--- src/design/mad_pkg.sv ---
// ----------------------------------------------------------------------------
// mad_pkg
// shared types for the alu with multiply/divide: operation codes, control
// state and the control bundle between the sequencer and the serial datapath
// ----------------------------------------------------------------------------
package mad_pkg;

  typedef enum logic [2:0] {
    OP_ADD = 3'd0,
    OP_SUB = 3'd1,
    OP_MUL = 3'd2,
    OP_DIV = 3'd3,
    OP_AND = 3'd4,
    OP_OR  = 3'd5,
    OP_XOR = 3'd6,
    OP_SLT = 3'd7
  } op_e;

  typedef enum logic [1:0] {
    ST_IDLE,
    ST_RUN,
    ST_FIN
  } state_e;

  typedef struct packed {
    logic load;
    logic step;
    op_e  op;
  } ctl_t;

endpackage

--- src/design/mips_alu_mul_div.sv ---
// ----------------------------------------------------------------------------
// mips_alu_mul_div
// alu with lo/hi registers, serial multiply and divide, and status flags
// ----------------------------------------------------------------------------
// sequence: operands load at the accepting edge, the run state performs one datapath
// step per operand bit, and the fix-up state applies the sign fix-up; the result
// strobe is registered from the fix-up state
// a new transaction is accepted only in idle, once the previous one is through
// reset: lo/hi clear to zero, sequencer idle, no strobe pending
// the receiver cannot stall; each result strobe lasts one cycle
module mips_alu_mul_div #(
  parameter int DATA_WIDTH = 32
) (
  input  logic                         clk_i,
  input  logic                         rst_ni,
  input  logic                         start,
  output logic                         busy,
  input  logic [2:0]                   operation_i,
  input  logic                         unsigned_mode_i,
  input  logic signed [DATA_WIDTH-1:0] operand_a_i,
  input  logic signed [DATA_WIDTH-1:0] operand_b_i,
  output logic                         result_valid_o,
  output logic signed [DATA_WIDTH-1:0] result_o,
  output logic signed [DATA_WIDTH-1:0] lo_value_o,
  output logic signed [DATA_WIDTH-1:0] hi_value_o,
  output logic                         zero_flag_o,
  output logic                         sign_flag_o,
  output logic                         carry_flag_o,
  output logic                         overflow_flag_o,
  output logic                         div_by_zero_o
);

  localparam int CntW = (DATA_WIDTH > 1) ? $clog2(DATA_WIDTH) : 1;

  mad_pkg::state_e state_q, state_d;
  logic [CntW-1:0] cnt_q, cnt_d;
  mad_pkg::op_e    op_q;
  logic            uns_q, na_q, nb_q, az_q, bz_q;
  logic [DATA_WIDTH-1:0] lo_q, hi_q;
  logic                  valid_q;
  logic [DATA_WIDTH-1:0] result_q;
  logic                  zero_q, sign_q, carry_q, ovf_q, dbz_q;

  mad_pkg::ctl_t         ctl;
  mad_pkg::op_e          op_in;
  logic                  accept;
  logic                  last;
  logic                  in_na, in_nb, sgn_md;
  logic [DATA_WIDTH-1:0] a_in, b_in, a_mag, b_mag;
  logic [DATA_WIDTH-1:0] core_hi, core_lo;
  logic                  core_carry;

  logic [DATA_WIDTH-1:0] lo_n, hi_n, res_n;
  logic                  wr_lohi, dbz_n, lt, nr;

  assign op_in  = mad_pkg::op_e'(operation_i);
  assign a_in   = operand_a_i;
  assign b_in   = operand_b_i;
  assign in_na  = a_in[DATA_WIDTH-1];
  assign in_nb  = b_in[DATA_WIDTH-1];
  assign sgn_md = !unsigned_mode_i &&
                  ((op_in == mad_pkg::OP_MUL) || (op_in == mad_pkg::OP_DIV));
  assign a_mag  = (sgn_md && in_na) ? ({DATA_WIDTH{1'b0}} - a_in) : a_in;
  assign b_mag  = (sgn_md && in_nb) ? ({DATA_WIDTH{1'b0}} - b_in) : b_in;
  assign accept = start && (state_q == mad_pkg::ST_IDLE);
  assign last   = (cnt_q == CntW'(DATA_WIDTH - 1));

  // next state
  always_comb begin
    state_d = state_q;
    unique case (state_q)
      mad_pkg::ST_IDLE: if (start) state_d = mad_pkg::ST_RUN;
      mad_pkg::ST_RUN:  if (last) state_d = mad_pkg::ST_FIN;
      mad_pkg::ST_FIN:  state_d = mad_pkg::ST_IDLE;
      default:          state_d = mad_pkg::ST_IDLE;
    endcase
  end

  // sequencer outputs
  always_comb begin
    ctl.load = 1'b0;
    ctl.step = 1'b0;
    ctl.op   = op_q;
    cnt_d    = cnt_q;
    busy     = 1'b1;
    unique case (state_q)
      mad_pkg::ST_IDLE: begin
        busy     = 1'b0;
        ctl.load = start;
        ctl.op   = op_in;
        cnt_d    = '0;
      end
      mad_pkg::ST_RUN: begin
        ctl.step = 1'b1;
        cnt_d    = cnt_q + 1'b1;
      end
      mad_pkg::ST_FIN: begin
        cnt_d = '0;
      end
      default: begin
        busy = 1'b1;
      end
    endcase
  end

  mad_serial #(
    .DATA_WIDTH(DATA_WIDTH)
  ) u_serial (
    .clk_i  (clk_i),
    .rst_ni (rst_ni),
    .ctl_i  (ctl),
    .a_i    (accept ? a_mag : a_in),
    .b_i    (accept ? b_mag : b_in),
    .hi_o   (core_hi),
    .lo_o   (core_lo),
    .carry_o(core_carry)
  );

  // sign fix-up and flags
  always_comb begin
    lo_n    = lo_q;
    hi_n    = hi_q;
    res_n   = core_lo;
    wr_lohi = 1'b0;
    dbz_n   = 1'b0;
    lt      = (uns_q || (na_q == nb_q)) ? !core_carry : na_q;
    case (op_q)
      mad_pkg::OP_MUL: begin
        wr_lohi = 1'b1;
        if (!uns_q && (na_q != nb_q)) begin
          lo_n = {DATA_WIDTH{1'b0}} - core_lo;
          hi_n = ~core_hi + {{(DATA_WIDTH-1){1'b0}}, (core_lo == '0)};
        end else begin
          lo_n = core_lo;
          hi_n = core_hi;
        end
        res_n = lo_n;
      end
      mad_pkg::OP_DIV: begin
        if (bz_q) begin
          dbz_n = 1'b1;
          res_n = '0;
        end else begin
          wr_lohi = 1'b1;
          lo_n = (!uns_q && (na_q != nb_q)) ? ({DATA_WIDTH{1'b0}} - core_lo) : core_lo;
          hi_n = (!uns_q && na_q) ? ({DATA_WIDTH{1'b0}} - core_hi) : core_hi;
          res_n = lo_n;
        end
      end
      mad_pkg::OP_SLT: res_n = {{(DATA_WIDTH-1){1'b0}}, lt};
      default:         res_n = core_lo;
    endcase
    nr = res_n[DATA_WIDTH-1];
  end

  always_ff @(posedge clk_i or negedge rst_ni) begin
    if (!rst_ni) begin
      state_q <= mad_pkg::ST_IDLE;
      cnt_q   <= '0;
      valid_q <= 1'b0;
      lo_q    <= '0;
      hi_q    <= '0;
    end else begin
      state_q <= state_d;
      cnt_q   <= cnt_d;
      valid_q <= (state_q == mad_pkg::ST_FIN);
      if ((state_q == mad_pkg::ST_FIN) && wr_lohi) begin
        lo_q <= lo_n;
        hi_q <= hi_n;
      end
    end
  end

  always_ff @(posedge clk_i) begin
    if (accept) begin
      op_q  <= op_in;
      uns_q <= unsigned_mode_i;
      na_q  <= in_na;
      nb_q  <= in_nb;
      az_q  <= (a_in == '0);
      bz_q  <= (b_in == '0);
    end
    if (state_q == mad_pkg::ST_FIN) begin
      result_q <= res_n;
      dbz_q    <= dbz_n;
      zero_q   <= !dbz_n && (res_n == '0);
      sign_q   <= !dbz_n && nr;
      carry_q  <= !dbz_n && uns_q && core_carry &&
                  ((op_q == mad_pkg::OP_ADD) || (op_q == mad_pkg::OP_SUB));
      ovf_q    <= !dbz_n && ((!na_q && !az_q && !nb_q && !bz_q && nr) ||
                             (na_q && nb_q && !nr));
    end
  end

  assign result_valid_o  = valid_q;
  assign result_o        = result_q;
  assign lo_value_o      = lo_q;
  assign hi_value_o      = hi_q;
  assign zero_flag_o     = zero_q;
  assign sign_flag_o     = sign_q;
  assign carry_flag_o    = carry_q;
  assign overflow_flag_o = ovf_q;
  assign div_by_zero_o   = dbz_q;

  a_strobe_single : assert property (@(posedge clk_i) disable iff (!rst_ni)
    result_valid_o |=> !result_valid_o)
    else $error("result strobe longer than one cycle");

  a_strobe_after_fin : assert property (@(posedge clk_i) disable iff (!rst_ni)
    result_valid_o |-> $past(state_q == mad_pkg::ST_FIN))
    else $error("result strobe without fix-up cycle");

  a_accept_busy : assert property (@(posedge clk_i) disable iff (!rst_ni)
    accept |=> busy)
    else $error("not busy after accepted transaction");

  a_dbz_flags : assert property (@(posedge clk_i) disable iff (!rst_ni)
    (result_valid_o && div_by_zero_o) |->
      (!zero_flag_o && !sign_flag_o && !carry_flag_o && !overflow_flag_o &&
       (result_o == '0)))
    else $error("flags set on divide by zero");

  a_lohi_hold : assert property (@(posedge clk_i) disable iff (!rst_ni)
    (state_q != mad_pkg::ST_FIN) |=> ($stable(lo_q) && $stable(hi_q)))
    else $error("lo/hi changed outside fix-up cycle");

endmodule

--- src/design/mad_serial.sv ---
// ----------------------------------------------------------------------------
// mad_serial
// serial datapath: one bit per cycle while step is asserted for add/sub/logic/compare (lsb first),
// radix-2 shift-add multiply and restoring divide on the hi:lo pair
// ----------------------------------------------------------------------------
module mad_serial #(
  parameter int DATA_WIDTH = 32
) (
  input  logic                  clk_i,
  input  logic                  rst_ni,
  input  mad_pkg::ctl_t         ctl_i,
  input  logic [DATA_WIDTH-1:0] a_i,
  input  logic [DATA_WIDTH-1:0] b_i,
  output logic [DATA_WIDTH-1:0] hi_o,
  output logic [DATA_WIDTH-1:0] lo_o,
  output logic                  carry_o
);

  logic [DATA_WIDTH-1:0] a_q, a_d;
  logic [DATA_WIDTH-1:0] b_q, b_d;
  logic [DATA_WIDTH-1:0] acc_q, acc_d;
  logic [DATA_WIDTH-1:0] res_q, res_d;
  logic                  carry_q, carry_d;

  logic                  bb;
  logic                  sbit;
  logic [DATA_WIDTH:0]   msum;
  logic [DATA_WIDTH:0]   shifted;
  logic [DATA_WIDTH+1:0] diff;

  always_comb begin
    a_d     = a_q;
    b_d     = b_q;
    acc_d   = acc_q;
    res_d   = res_q;
    carry_d = carry_q;
    bb      = b_q[0] ^ ((ctl_i.op == mad_pkg::OP_SUB) || (ctl_i.op == mad_pkg::OP_SLT));
    sbit    = 1'b0;
    msum    = {1'b0, acc_q} + (res_q[0] ? {1'b0, a_q} : '0);
    shifted = {acc_q, res_q[DATA_WIDTH-1]};
    diff    = {1'b0, shifted} - {2'b00, b_q};
    if (ctl_i.load) begin
      a_d     = a_i;
      b_d     = b_i;
      acc_d   = '0;
      carry_d = (ctl_i.op == mad_pkg::OP_SUB) || (ctl_i.op == mad_pkg::OP_SLT);
      unique case (ctl_i.op)
        mad_pkg::OP_MUL: res_d = b_i;
        mad_pkg::OP_DIV: res_d = a_i;
        default:         res_d = '0;
      endcase
    end else if (ctl_i.step) begin
      unique case (ctl_i.op)
        mad_pkg::OP_MUL: begin
          acc_d = msum[DATA_WIDTH:1];
          res_d = {msum[0], res_q[DATA_WIDTH-1:1]};
        end
        mad_pkg::OP_DIV: begin
          if (!diff[DATA_WIDTH+1]) begin
            acc_d = diff[DATA_WIDTH-1:0];
          end else begin
            acc_d = shifted[DATA_WIDTH-1:0];
          end
          res_d = {res_q[DATA_WIDTH-2:0], !diff[DATA_WIDTH+1]};
        end
        default: begin
          case (ctl_i.op)
            mad_pkg::OP_AND: sbit = a_q[0] & b_q[0];
            mad_pkg::OP_OR:  sbit = a_q[0] | b_q[0];
            mad_pkg::OP_XOR: sbit = a_q[0] ^ b_q[0];
            default: begin
              sbit    = a_q[0] ^ bb ^ carry_q;
              carry_d = (a_q[0] & bb) | (carry_q & (a_q[0] | bb));
            end
          endcase
          a_d   = {1'b0, a_q[DATA_WIDTH-1:1]};
          b_d   = {1'b0, b_q[DATA_WIDTH-1:1]};
          res_d = {sbit, res_q[DATA_WIDTH-1:1]};
        end
      endcase
    end
  end

  always_ff @(posedge clk_i or negedge rst_ni) begin
    if (!rst_ni) begin
      carry_q <= 1'b0;
    end else begin
      carry_q <= carry_d;
    end
  end

  always_ff @(posedge clk_i) begin
    a_q   <= a_d;
    b_q   <= b_d;
    acc_q <= acc_d;
    res_q <= res_d;
  end

  assign hi_o    = acc_q;
  assign lo_o    = res_q;
  assign carry_o = carry_q;

endmodule
--- config.mk ---
export PLATFORM = sky130hd
export DESIGN_NAME = mips_alu_mul_div
export DESIGN_NICKNAME = d
export VERILOG_FILES = /design/src/design/mad_pkg.sv /design/src/design/mips_alu_mul_div.sv /design/src/design/mad_serial.sv
export SDC_FILE = /design/constraint.sdc
export NUM_CORES = 1
export LEC_CHECK = 0
export BUFFER_PORTS_ARGS = -buffer_cell sky130_fd_sc_hd__buf_2
export CAP_MARGIN = 20
export CELL_PAD_IN_SITES_DETAIL_PLACEMENT = 1
export CELL_PAD_IN_SITES_GLOBAL_PLACEMENT = 1
export CORE_ASPECT_RATIO = 0.6
export CORE_UTILIZATION = 46
export CTS_CLUSTER_SIZE = 40
export DETAILED_ROUTE_END_ITERATION = 6
export GPL_TIMING_DRIVEN = 1
export HOLD_SLACK_MARGIN = 0.03
export PLACE_DENSITY_LB_ADDON = 0.1
export SETUP_SLACK_MARGIN = 0.02
export SLEW_MARGIN = 20
export SYNTH_ARGS = -nofsm -noshare
export SYNTH_HDL_FRONTEND = slang
export SYNTH_HIERARCHICAL = 1
export SYNTH_SLANG_ARGS = --single-unit
--- constraint.sdc ---
create_clock -name clk_i -period 4.6 [get_ports clk_i]
set_clock_uncertainty 0.2 [all_clocks]
set_input_delay 0.69 -clock clk_i [delete_from_list [all_inputs] [get_ports clk_i]]
set_output_delay 0.69 -clock clk_i [all_outputs]
set_load 0.03 [all_outputs]
==> results of run 1 <==
-- worst reg2reg max path, stage by stage (launching register included) --
cell      delay, ns
edfxtp_1       0.38
or4_1          0.76
nor4_4         0.34
nand2_1        0.15
nor3_4         0.26
buf_4          0.17
ha_2           0.20
ha_1           0.19
nor3b_1        0.20
o21ai_1        0.15
o22ai_1        0.25
nand2_1        0.14
or2_2          0.36
o31ai_1        0.26
xor2_1         0.18
o21ai_0        0.10
-- power by group through the flow --
stage          Sequential, mW  Clock, mW  Combinational (mW)
2_1_floorplan            3.48          0                4.69
3_3_place_gp             3.49          0                6.85
3_5_place_dp             3.52          0                7.05
4_1_cts                  3.47       2.20                7.13
5_1_grt                  3.55       2.26                7.92
6_report                 3.49       2.18                7.33
-- per-layer routing --
layer,up-vias,GRT usage [%]
li1,7944,-
met1,8750,48.7
met2,627,50.4
met3,67,9.42
met4,0,6.24
met5,-,0
-- cell type report --
cell class / count / area [um^2]
Multi-Input combinational cell: 1626 / 10600
Fill cell: 4553 / 17400
Inverter: 71 / 268
Clock inverter: 10 / 85.1
Antenna cell: 3 / 7.51
Tap cell: 513 / 642
Sequential cell: 246 / 6700
Timing Repair Buffer: 261 / 1590
Clock buffer: 38 / 762
-- logic make-up after synthesis --
group,Yosys count,share of synthesized area [%]
multiplexers,46,2.82
flip-flops,246,37.3
AO/OA/AOI/OAI,646,23.2
XOR/XNOR,166,8.09
AND/OR/NAND/NOR,690,18.9
buffers and inverters,190,4.18
adder cells (fa/ha/maj),78,5.56
-- path summary, 6_finish.rpt --
kind	end	slack, ns	cells past startpoint
setup reg to reg	hi_value_o[28]	0.16	15
setup / recovery	hi_value_o[28]	0.16	15
hold / removal	op_q[0]	0.15	1
max in group asynchronous	lo_value_o[21]	2.80	3
hold reg to reg	hi_value_o[19]	0.28	2
min in group asynchronous	hi_value_o[12]	0.45	2
-- sequential cells by signal (all words and copies together) (netlist names) --
name and count:
hi_value_o 32, lo_value_o 32, result_o 32, u_serial/a_q 32, u_serial/b_q 32, u_serial/hi_o 32
u_serial/lo_o 32, cnt_q 5, op_q 3, state_q 2, az_q 1, bz_q 1
carry_flag_o 1, div_by_zero_o 1, na_q 1, nb_q 1, overflow_flag_o 1, result_valid_o 1
sign_flag_o 1, u_serial/carry_o 1, uns_q 1, zero_flag_o 1
-- stage by stage --
stage | setup WS (ns) | util (%) | TNS (ns)
6_report | 0.160 | 54.3 | 0
5_1_grt | -0.0150 | 54.3 | -0.0150
4_1_cts | 0.0674 | 54.2 | 0
3_5_place_dp | -0.214 | 51.9 | -0.357
3_3_place_gp | 0.0479 | 51.9 | 0
2_1_floorplan | 0.573 | - | 0
-- repair_timing --
| action | in CTS | in global routing |
|---|---|---|
| endpoints found under the setup margin | 3 | 5 |
| resized for setup | 3 | 7 |
| pin swaps | 0 | 1 |
| gates cloned | 0 | 0 |
| setup buffers | 0 | 1 |
| hold buffers | 1 | 0 |
| endpoints found under the hold margin | 38 | 0 |
-- Yosys cell counts, drive strengths merged (13+ instances only) --
| library cell | n |
|---|---|
| and3 | 24 |
| or3 | 18 |
| a21o | 36 |
| buf | 26 |
| nand2b | 25 |
| nor2b | 17 |
| mux2 | 37 |
| xnor2 | 94 |
| nand2 | 275 |
| o22ai | 17 |
| a211oi | 19 |
| ha | 75 |
| dfrtp | 73 |
| a21oi | 144 |
| o21ai | 195 |
| nand4 | 13 |
| nor3 | 42 |
| dfxtp | 32 |
| o211ai | 13 |
| a31oi | 56 |
| inv | 71 |
| or4 | 15 |
| nor4 | 25 |
| nor2 | 115 |
| nand3 | 32 |
| edfxtp | 141 |
| o21a | 13 |
| and2 | 55 |
| a221oi | 33 |
| o31ai | 29 |
| xor2 | 72 |
| clkbuf | 93 |
==> run_results.csv, run 1 <==
group,metric,value,unit
power,clock_power_share,16.7,%
clock_network,clock_latency,0.56,ns
final_layout,drive_gt1_share,17.4,%
power,p_seq_share,26.9,%
critical_path,start_kind,"register",
power,p_sw,6.03,mW
clock_network,tritoncts,"yes",
sta,setup_viol,0,
routing,wl_per_cell,24.8,um
sta,final.period_utilization,96.5,%
critical_path,path_cells,"or4_1, nor4_4, nand2_1, nor3_4, buf_4, ha_2, ha_1, nor3b_1, o21ai_1, o22ai_1, nand2_1, or2_2, o31ai_1, xor2_1, o21ai_0",
grt,grt_max_degree,83,
grt,grt_first_pass_wirelength,104000,um
final_layout,final_cell_mix,"nand2_1 (271), o21ai_0 (190), buf_2 (172)",
logic_synthesis,avgSynthCellArea,8.72,um^2
routing,routed_wl,68700,um
critical_path,slowest_delay,0.76,ns
sta,fmaxAchievable,225,MHz
placement,place_area,19700,um^2
logic_synthesis,synth-edff-count,141,
job,max-cap-violations,0,
logic_synthesis,syn_inst,2062,
logic_synthesis,async_flop_share,29.7,%
routing,drt_pre_antenna_iters,5,
final_layout,stdcell_count,2768,
logic_synthesis,synth.largest_area_cell,"edfxtp_1",
sta,maxSlewViolCount,0,
routing,drt_iter0_markers,1857,
logic_synthesis,synth_cell_types,89,
power,power_frac_comb,56.4,%
power,finalPower,13.0,mW
routing,via_count,17400,
die,die_y,155,um
power,power.leakage,8.67,nW
status,status,"finished, final reports clean",
routing,drc,0,
power,ir_worst_vdd,419,uV
critical_path,r2r-start,"u_serial/lo_o[24]",
die,ioPinCount,174,
routing,ant_nets,0,
min_path,worstHoldPathType,"input port to register",
power,powerDensity,629,nW/um^2
final_layout,nets,2381,
die,die-area,39900,um^2
final_layout,postLayoutCellArea,20700,um^2
critical_path,critPathBufInv,1,
power,sw_frac_of_total,46.4,%
routing,met2_length,29600,um
logic_synthesis,ys_ff_latch,246,
sta,post-route-min-period,4.44,ns
critical_path,cp-end-kind,"register",
sta,hold_slack,0.148,ns
critical_path,crit_fanout,5,
placement,dp_cells,2715,
grt,grt_pass1_vias,17200,
critical_path,required,4.81,ns
sta,final_hold_viol_count,0,
final_layout,mostFrequentLayoutCell,"nand2_1",
min_path,min_from,"operation_i[0]",
placement,hpwl,53300,um
routing,route.layer.met1.wl,31700,um
placement,gp_congestion,0.970,
logic_synthesis,synth_top_cell_area_share,23.6,%
logic_synthesis,synth_seq_area_share,37.3,%
final_layout,syn_to_final_growth,15.0,%
die,core,38100,um^2
logic_synthesis,ys.flop_type,"edfxtp_1",
critical_path,crit_family,"simple AND/OR/NAND/NOR gates",
clock_network,clock-sinks,246,
critical_path,crit_path_start,"u_serial/lo_o[24]",
grt,grt_use_total,33.7,%
power,internal_power,6.97,mW
critical_path,worst-setup-path-type,"register to register",
logic_synthesis,synth_area_leaders,"edfxtp_1 (24%), dfrtp_1 (10%), nand2_1 (5.7%)",
sta,maxSlewHeadroom,35.5,%
sta,tightestPinTransition,0.967,ns
placement,io_buffer_count,173,
die,fp.dieW,257,um
routing,route.met3.wl,6490,um
logic_synthesis,syn_area,18000,um^2
critical_path,cp_common_cell,"nand2_1",
clock_network,root_buffer,"clkbuf_16",
critical_path,crit_slowest_cell,"or4_1",
routing,viasPerCell,6.28,
routing,top_layer,"met4",
grt,grt_overflow_total,0,
logic_synthesis,ys_warn_count,6,
clock_network,cts_buffer_depth,3,
die,fp-row-count,55,
logic_synthesis,synth_nets,2211,
grt,antenna_found_initial,5,
clock_network,cts.htree.levels,1,
clock_network,path_clk_slew,0.06,ns
critical_path,critPathArrivalTime,4.65,ns
die,floorplan.initialDensity,47.2,%
clock_network,cts_buffers,26,
Power figures use the tool's default switching activity.
==> inputs of run 2 (changes only) <==
- CORE_MARGIN: default -> 4
==> run_results.csv, run 2 (same netlist as run 1, synthesis figures left out) <==
group,metric,value,unit
final_layout,syn_to_final_growth,15.2,%
grt,grt_first_pass_wirelength,107000,um
sta,final_hold_viol_count,0,
power,p_sw,6.10,mW
sta,final.period_utilization,93.8,%
sta,maxSlewHeadroom,28.6,%
die,floorplan.initialDensity,47.1,%
sta,post-route-min-period,4.32,ns
placement,gp_congestion,0.917,
die,fp.dieW,263,um
min_path,whs_path_depth,1,
placement,hpwl,54300,um
grt,grt_overflow_total,0,
min_path,worstHoldPathType,"input port to register",
critical_path,rr_worst_depth,13,
critical_path,required,4.85,ns
sta,rsz0062_at_grt,"false",
sta,maxSlewViolCount,0,
final_layout,drive_gt1_share,17.6,%
grt,grt_max_degree,113,
grt,antenna_found_initial,6,
power,ir_worst_vdd,418,uV
sta,fmaxAchievable,232,MHz
clock_network,clock_latency,0.58,ns
die,die-area,42400,um^2
clock_network,cts_buffer_depth,3,
routing,drt_pre_antenna_iters,5,
die,core,38100,um^2
final_layout,fill_cells,4604,
clock_network,root_buffer,"clkbuf_16",
power,sw_frac_of_total,46.5,%
sta,tightestPinTransition,1.07,ns
power,clock_power_share,16.9,%
routing,drc,0,
power,powerDensity,633,nW/um^2
final_layout,nets,2387,
power,power.leakage,8.70,nW
die,ioPinCount,174,
clock_network,cts_buffers,27,
routing,viasPerCell,6.33,
die,die_y,161,um
status,status,"finished, final reports clean",
power,p_seq_share,26.7,%
routing,routed_wl,70100,um
routing,wl_per_cell,25.2,um
clock_network,cts.htree.levels,1,
placement,place_area,19700,um^2
grt,grt_use_total,31.8,%
critical_path,crit_fanout,37,
final_layout,mostFrequentLayoutCell,"nand2_1",
clock_network,clock-sinks,246,
final_layout,final_cell_mix,"nand2_1 (271), o21ai_0 (190), buf_2 (172)",
power,power_frac_comb,56.4,%
sta,setup_viol,0,
clock_network,path_clk_slew,0.07,ns
critical_path,critPathArrivalTime,4.57,ns
critical_path,start_kind,"register",
routing,via_count,17600,
critical_path,worst-setup-path-type,"register to register",
routing,drt_iter0_markers,1956,
grt,grt_pass1_vias,17600,
die,fp-row-count,55,
power,finalPower,13.1,mW
final_layout,postLayoutCellArea,20700,um^2
job,max-cap-violations,0,
power,internal_power,7.01,mW
routing,ant_nets,0,
placement,io_buffer_count,173,
critical_path,cp-end-kind,"register",
clock_network,tritoncts,"yes",
sta,fin_setup_tns,0,ns
run 2: area by class of cell:
| class | count | area, um^2 | area share (%) |
|---|---|---|---|
| multi-input combinational | 1626 | 10600 | 51.2 |
| sequential | 246 | 6700 | 32.4 |
| timing repair buffer | 266 | 1610 | 7.76 |
| clock buffer | 40 | 786 | 3.80 |
| tap | 513 | 642 | 3.10 |
| inverter | 71 | 268 | 1.29 |
| clock inverter | 10 | 75.1 | 0.363 |
| antenna | 5 | 12.5 | 0.0605 |
run 2: final timing paths:
path	from	endpoint	slack (ns)
min	operation_i[0]	op_q[0]	0.12
min in group asynchronous	rst_ni	hi_value_o[17]	0.50
max in group asynchronous	rst_ni	lo_value_o[23]	2.80
max	u_serial/lo_o[0]	u_serial/hi_o[31]	0.28
max reg2reg	u_serial/lo_o[0]	u_serial/hi_o[31]	0.28
min reg2reg	hi_value_o[13]	hi_value_o[13]	0.28
run 2: worst max-delay path: stages (launching register included):
cell and delay [ns]:
edfxtp_1 0.40, buf_4 0.27, and2_1 0.19, ha_1 0.23, fa_1 0.47, a211oi_2 0.36
o211ai_1 0.22, o2111ai_2 0.35, a31oi_1 0.17, a21o_1 0.22, a221o_1 0.39, a21o_1 0.20
a211o_1 0.28, a32o_1 0.24
run 2: what timing repair did:
item,CTS,global route
pin swaps,1,1
hold endpoints to repair,49,0
resized for setup,4,7
setup endpoints to repair,3,4
hold buffers,1,0
buffers inserted,1,0
run 2: per-stage QoR:
stage	std cells	setup WS (ns)	util, %	hold WS [ns]
4_1_cts	2772	0.0613	54.1	0.0888
3_5_place_dp	2720	-0.284	51.8	0.265
2_1_floorplan	2062	0.573	-	0.194
5_1_grt	2776	0.0385	54.3	0.0940
3_3_place_gp	2720	0.0632	51.8	0.256
6_report	2777	0.283	54.3	0.117
run 2: power groups by stage:
stage / logic (mW) / clock network (mW) / registers (mW)
3_5_place_dp: 7.10 / 0 / 3.53
4_1_cts: 7.16 / 2.24 / 3.49
5_1_grt: 7.99 / 2.35 / 3.56
6_report: 7.39 / 2.21 / 3.50
3_3_place_gp: 6.88 / 0 / 3.48
2_1_floorplan: 4.69 / 0 / 3.48
run 2: layer usage:
layer / routed length, um / vias up / global-route usage [%]
met3: 6550 / 73 / 7.37
met4: 991 / 0 / 6.44
met2: 30200 / 724 / 47.6
li1: - / 7959 / -
met1: 32300 / 8814 / 47.4
met5: 0 / - / 0
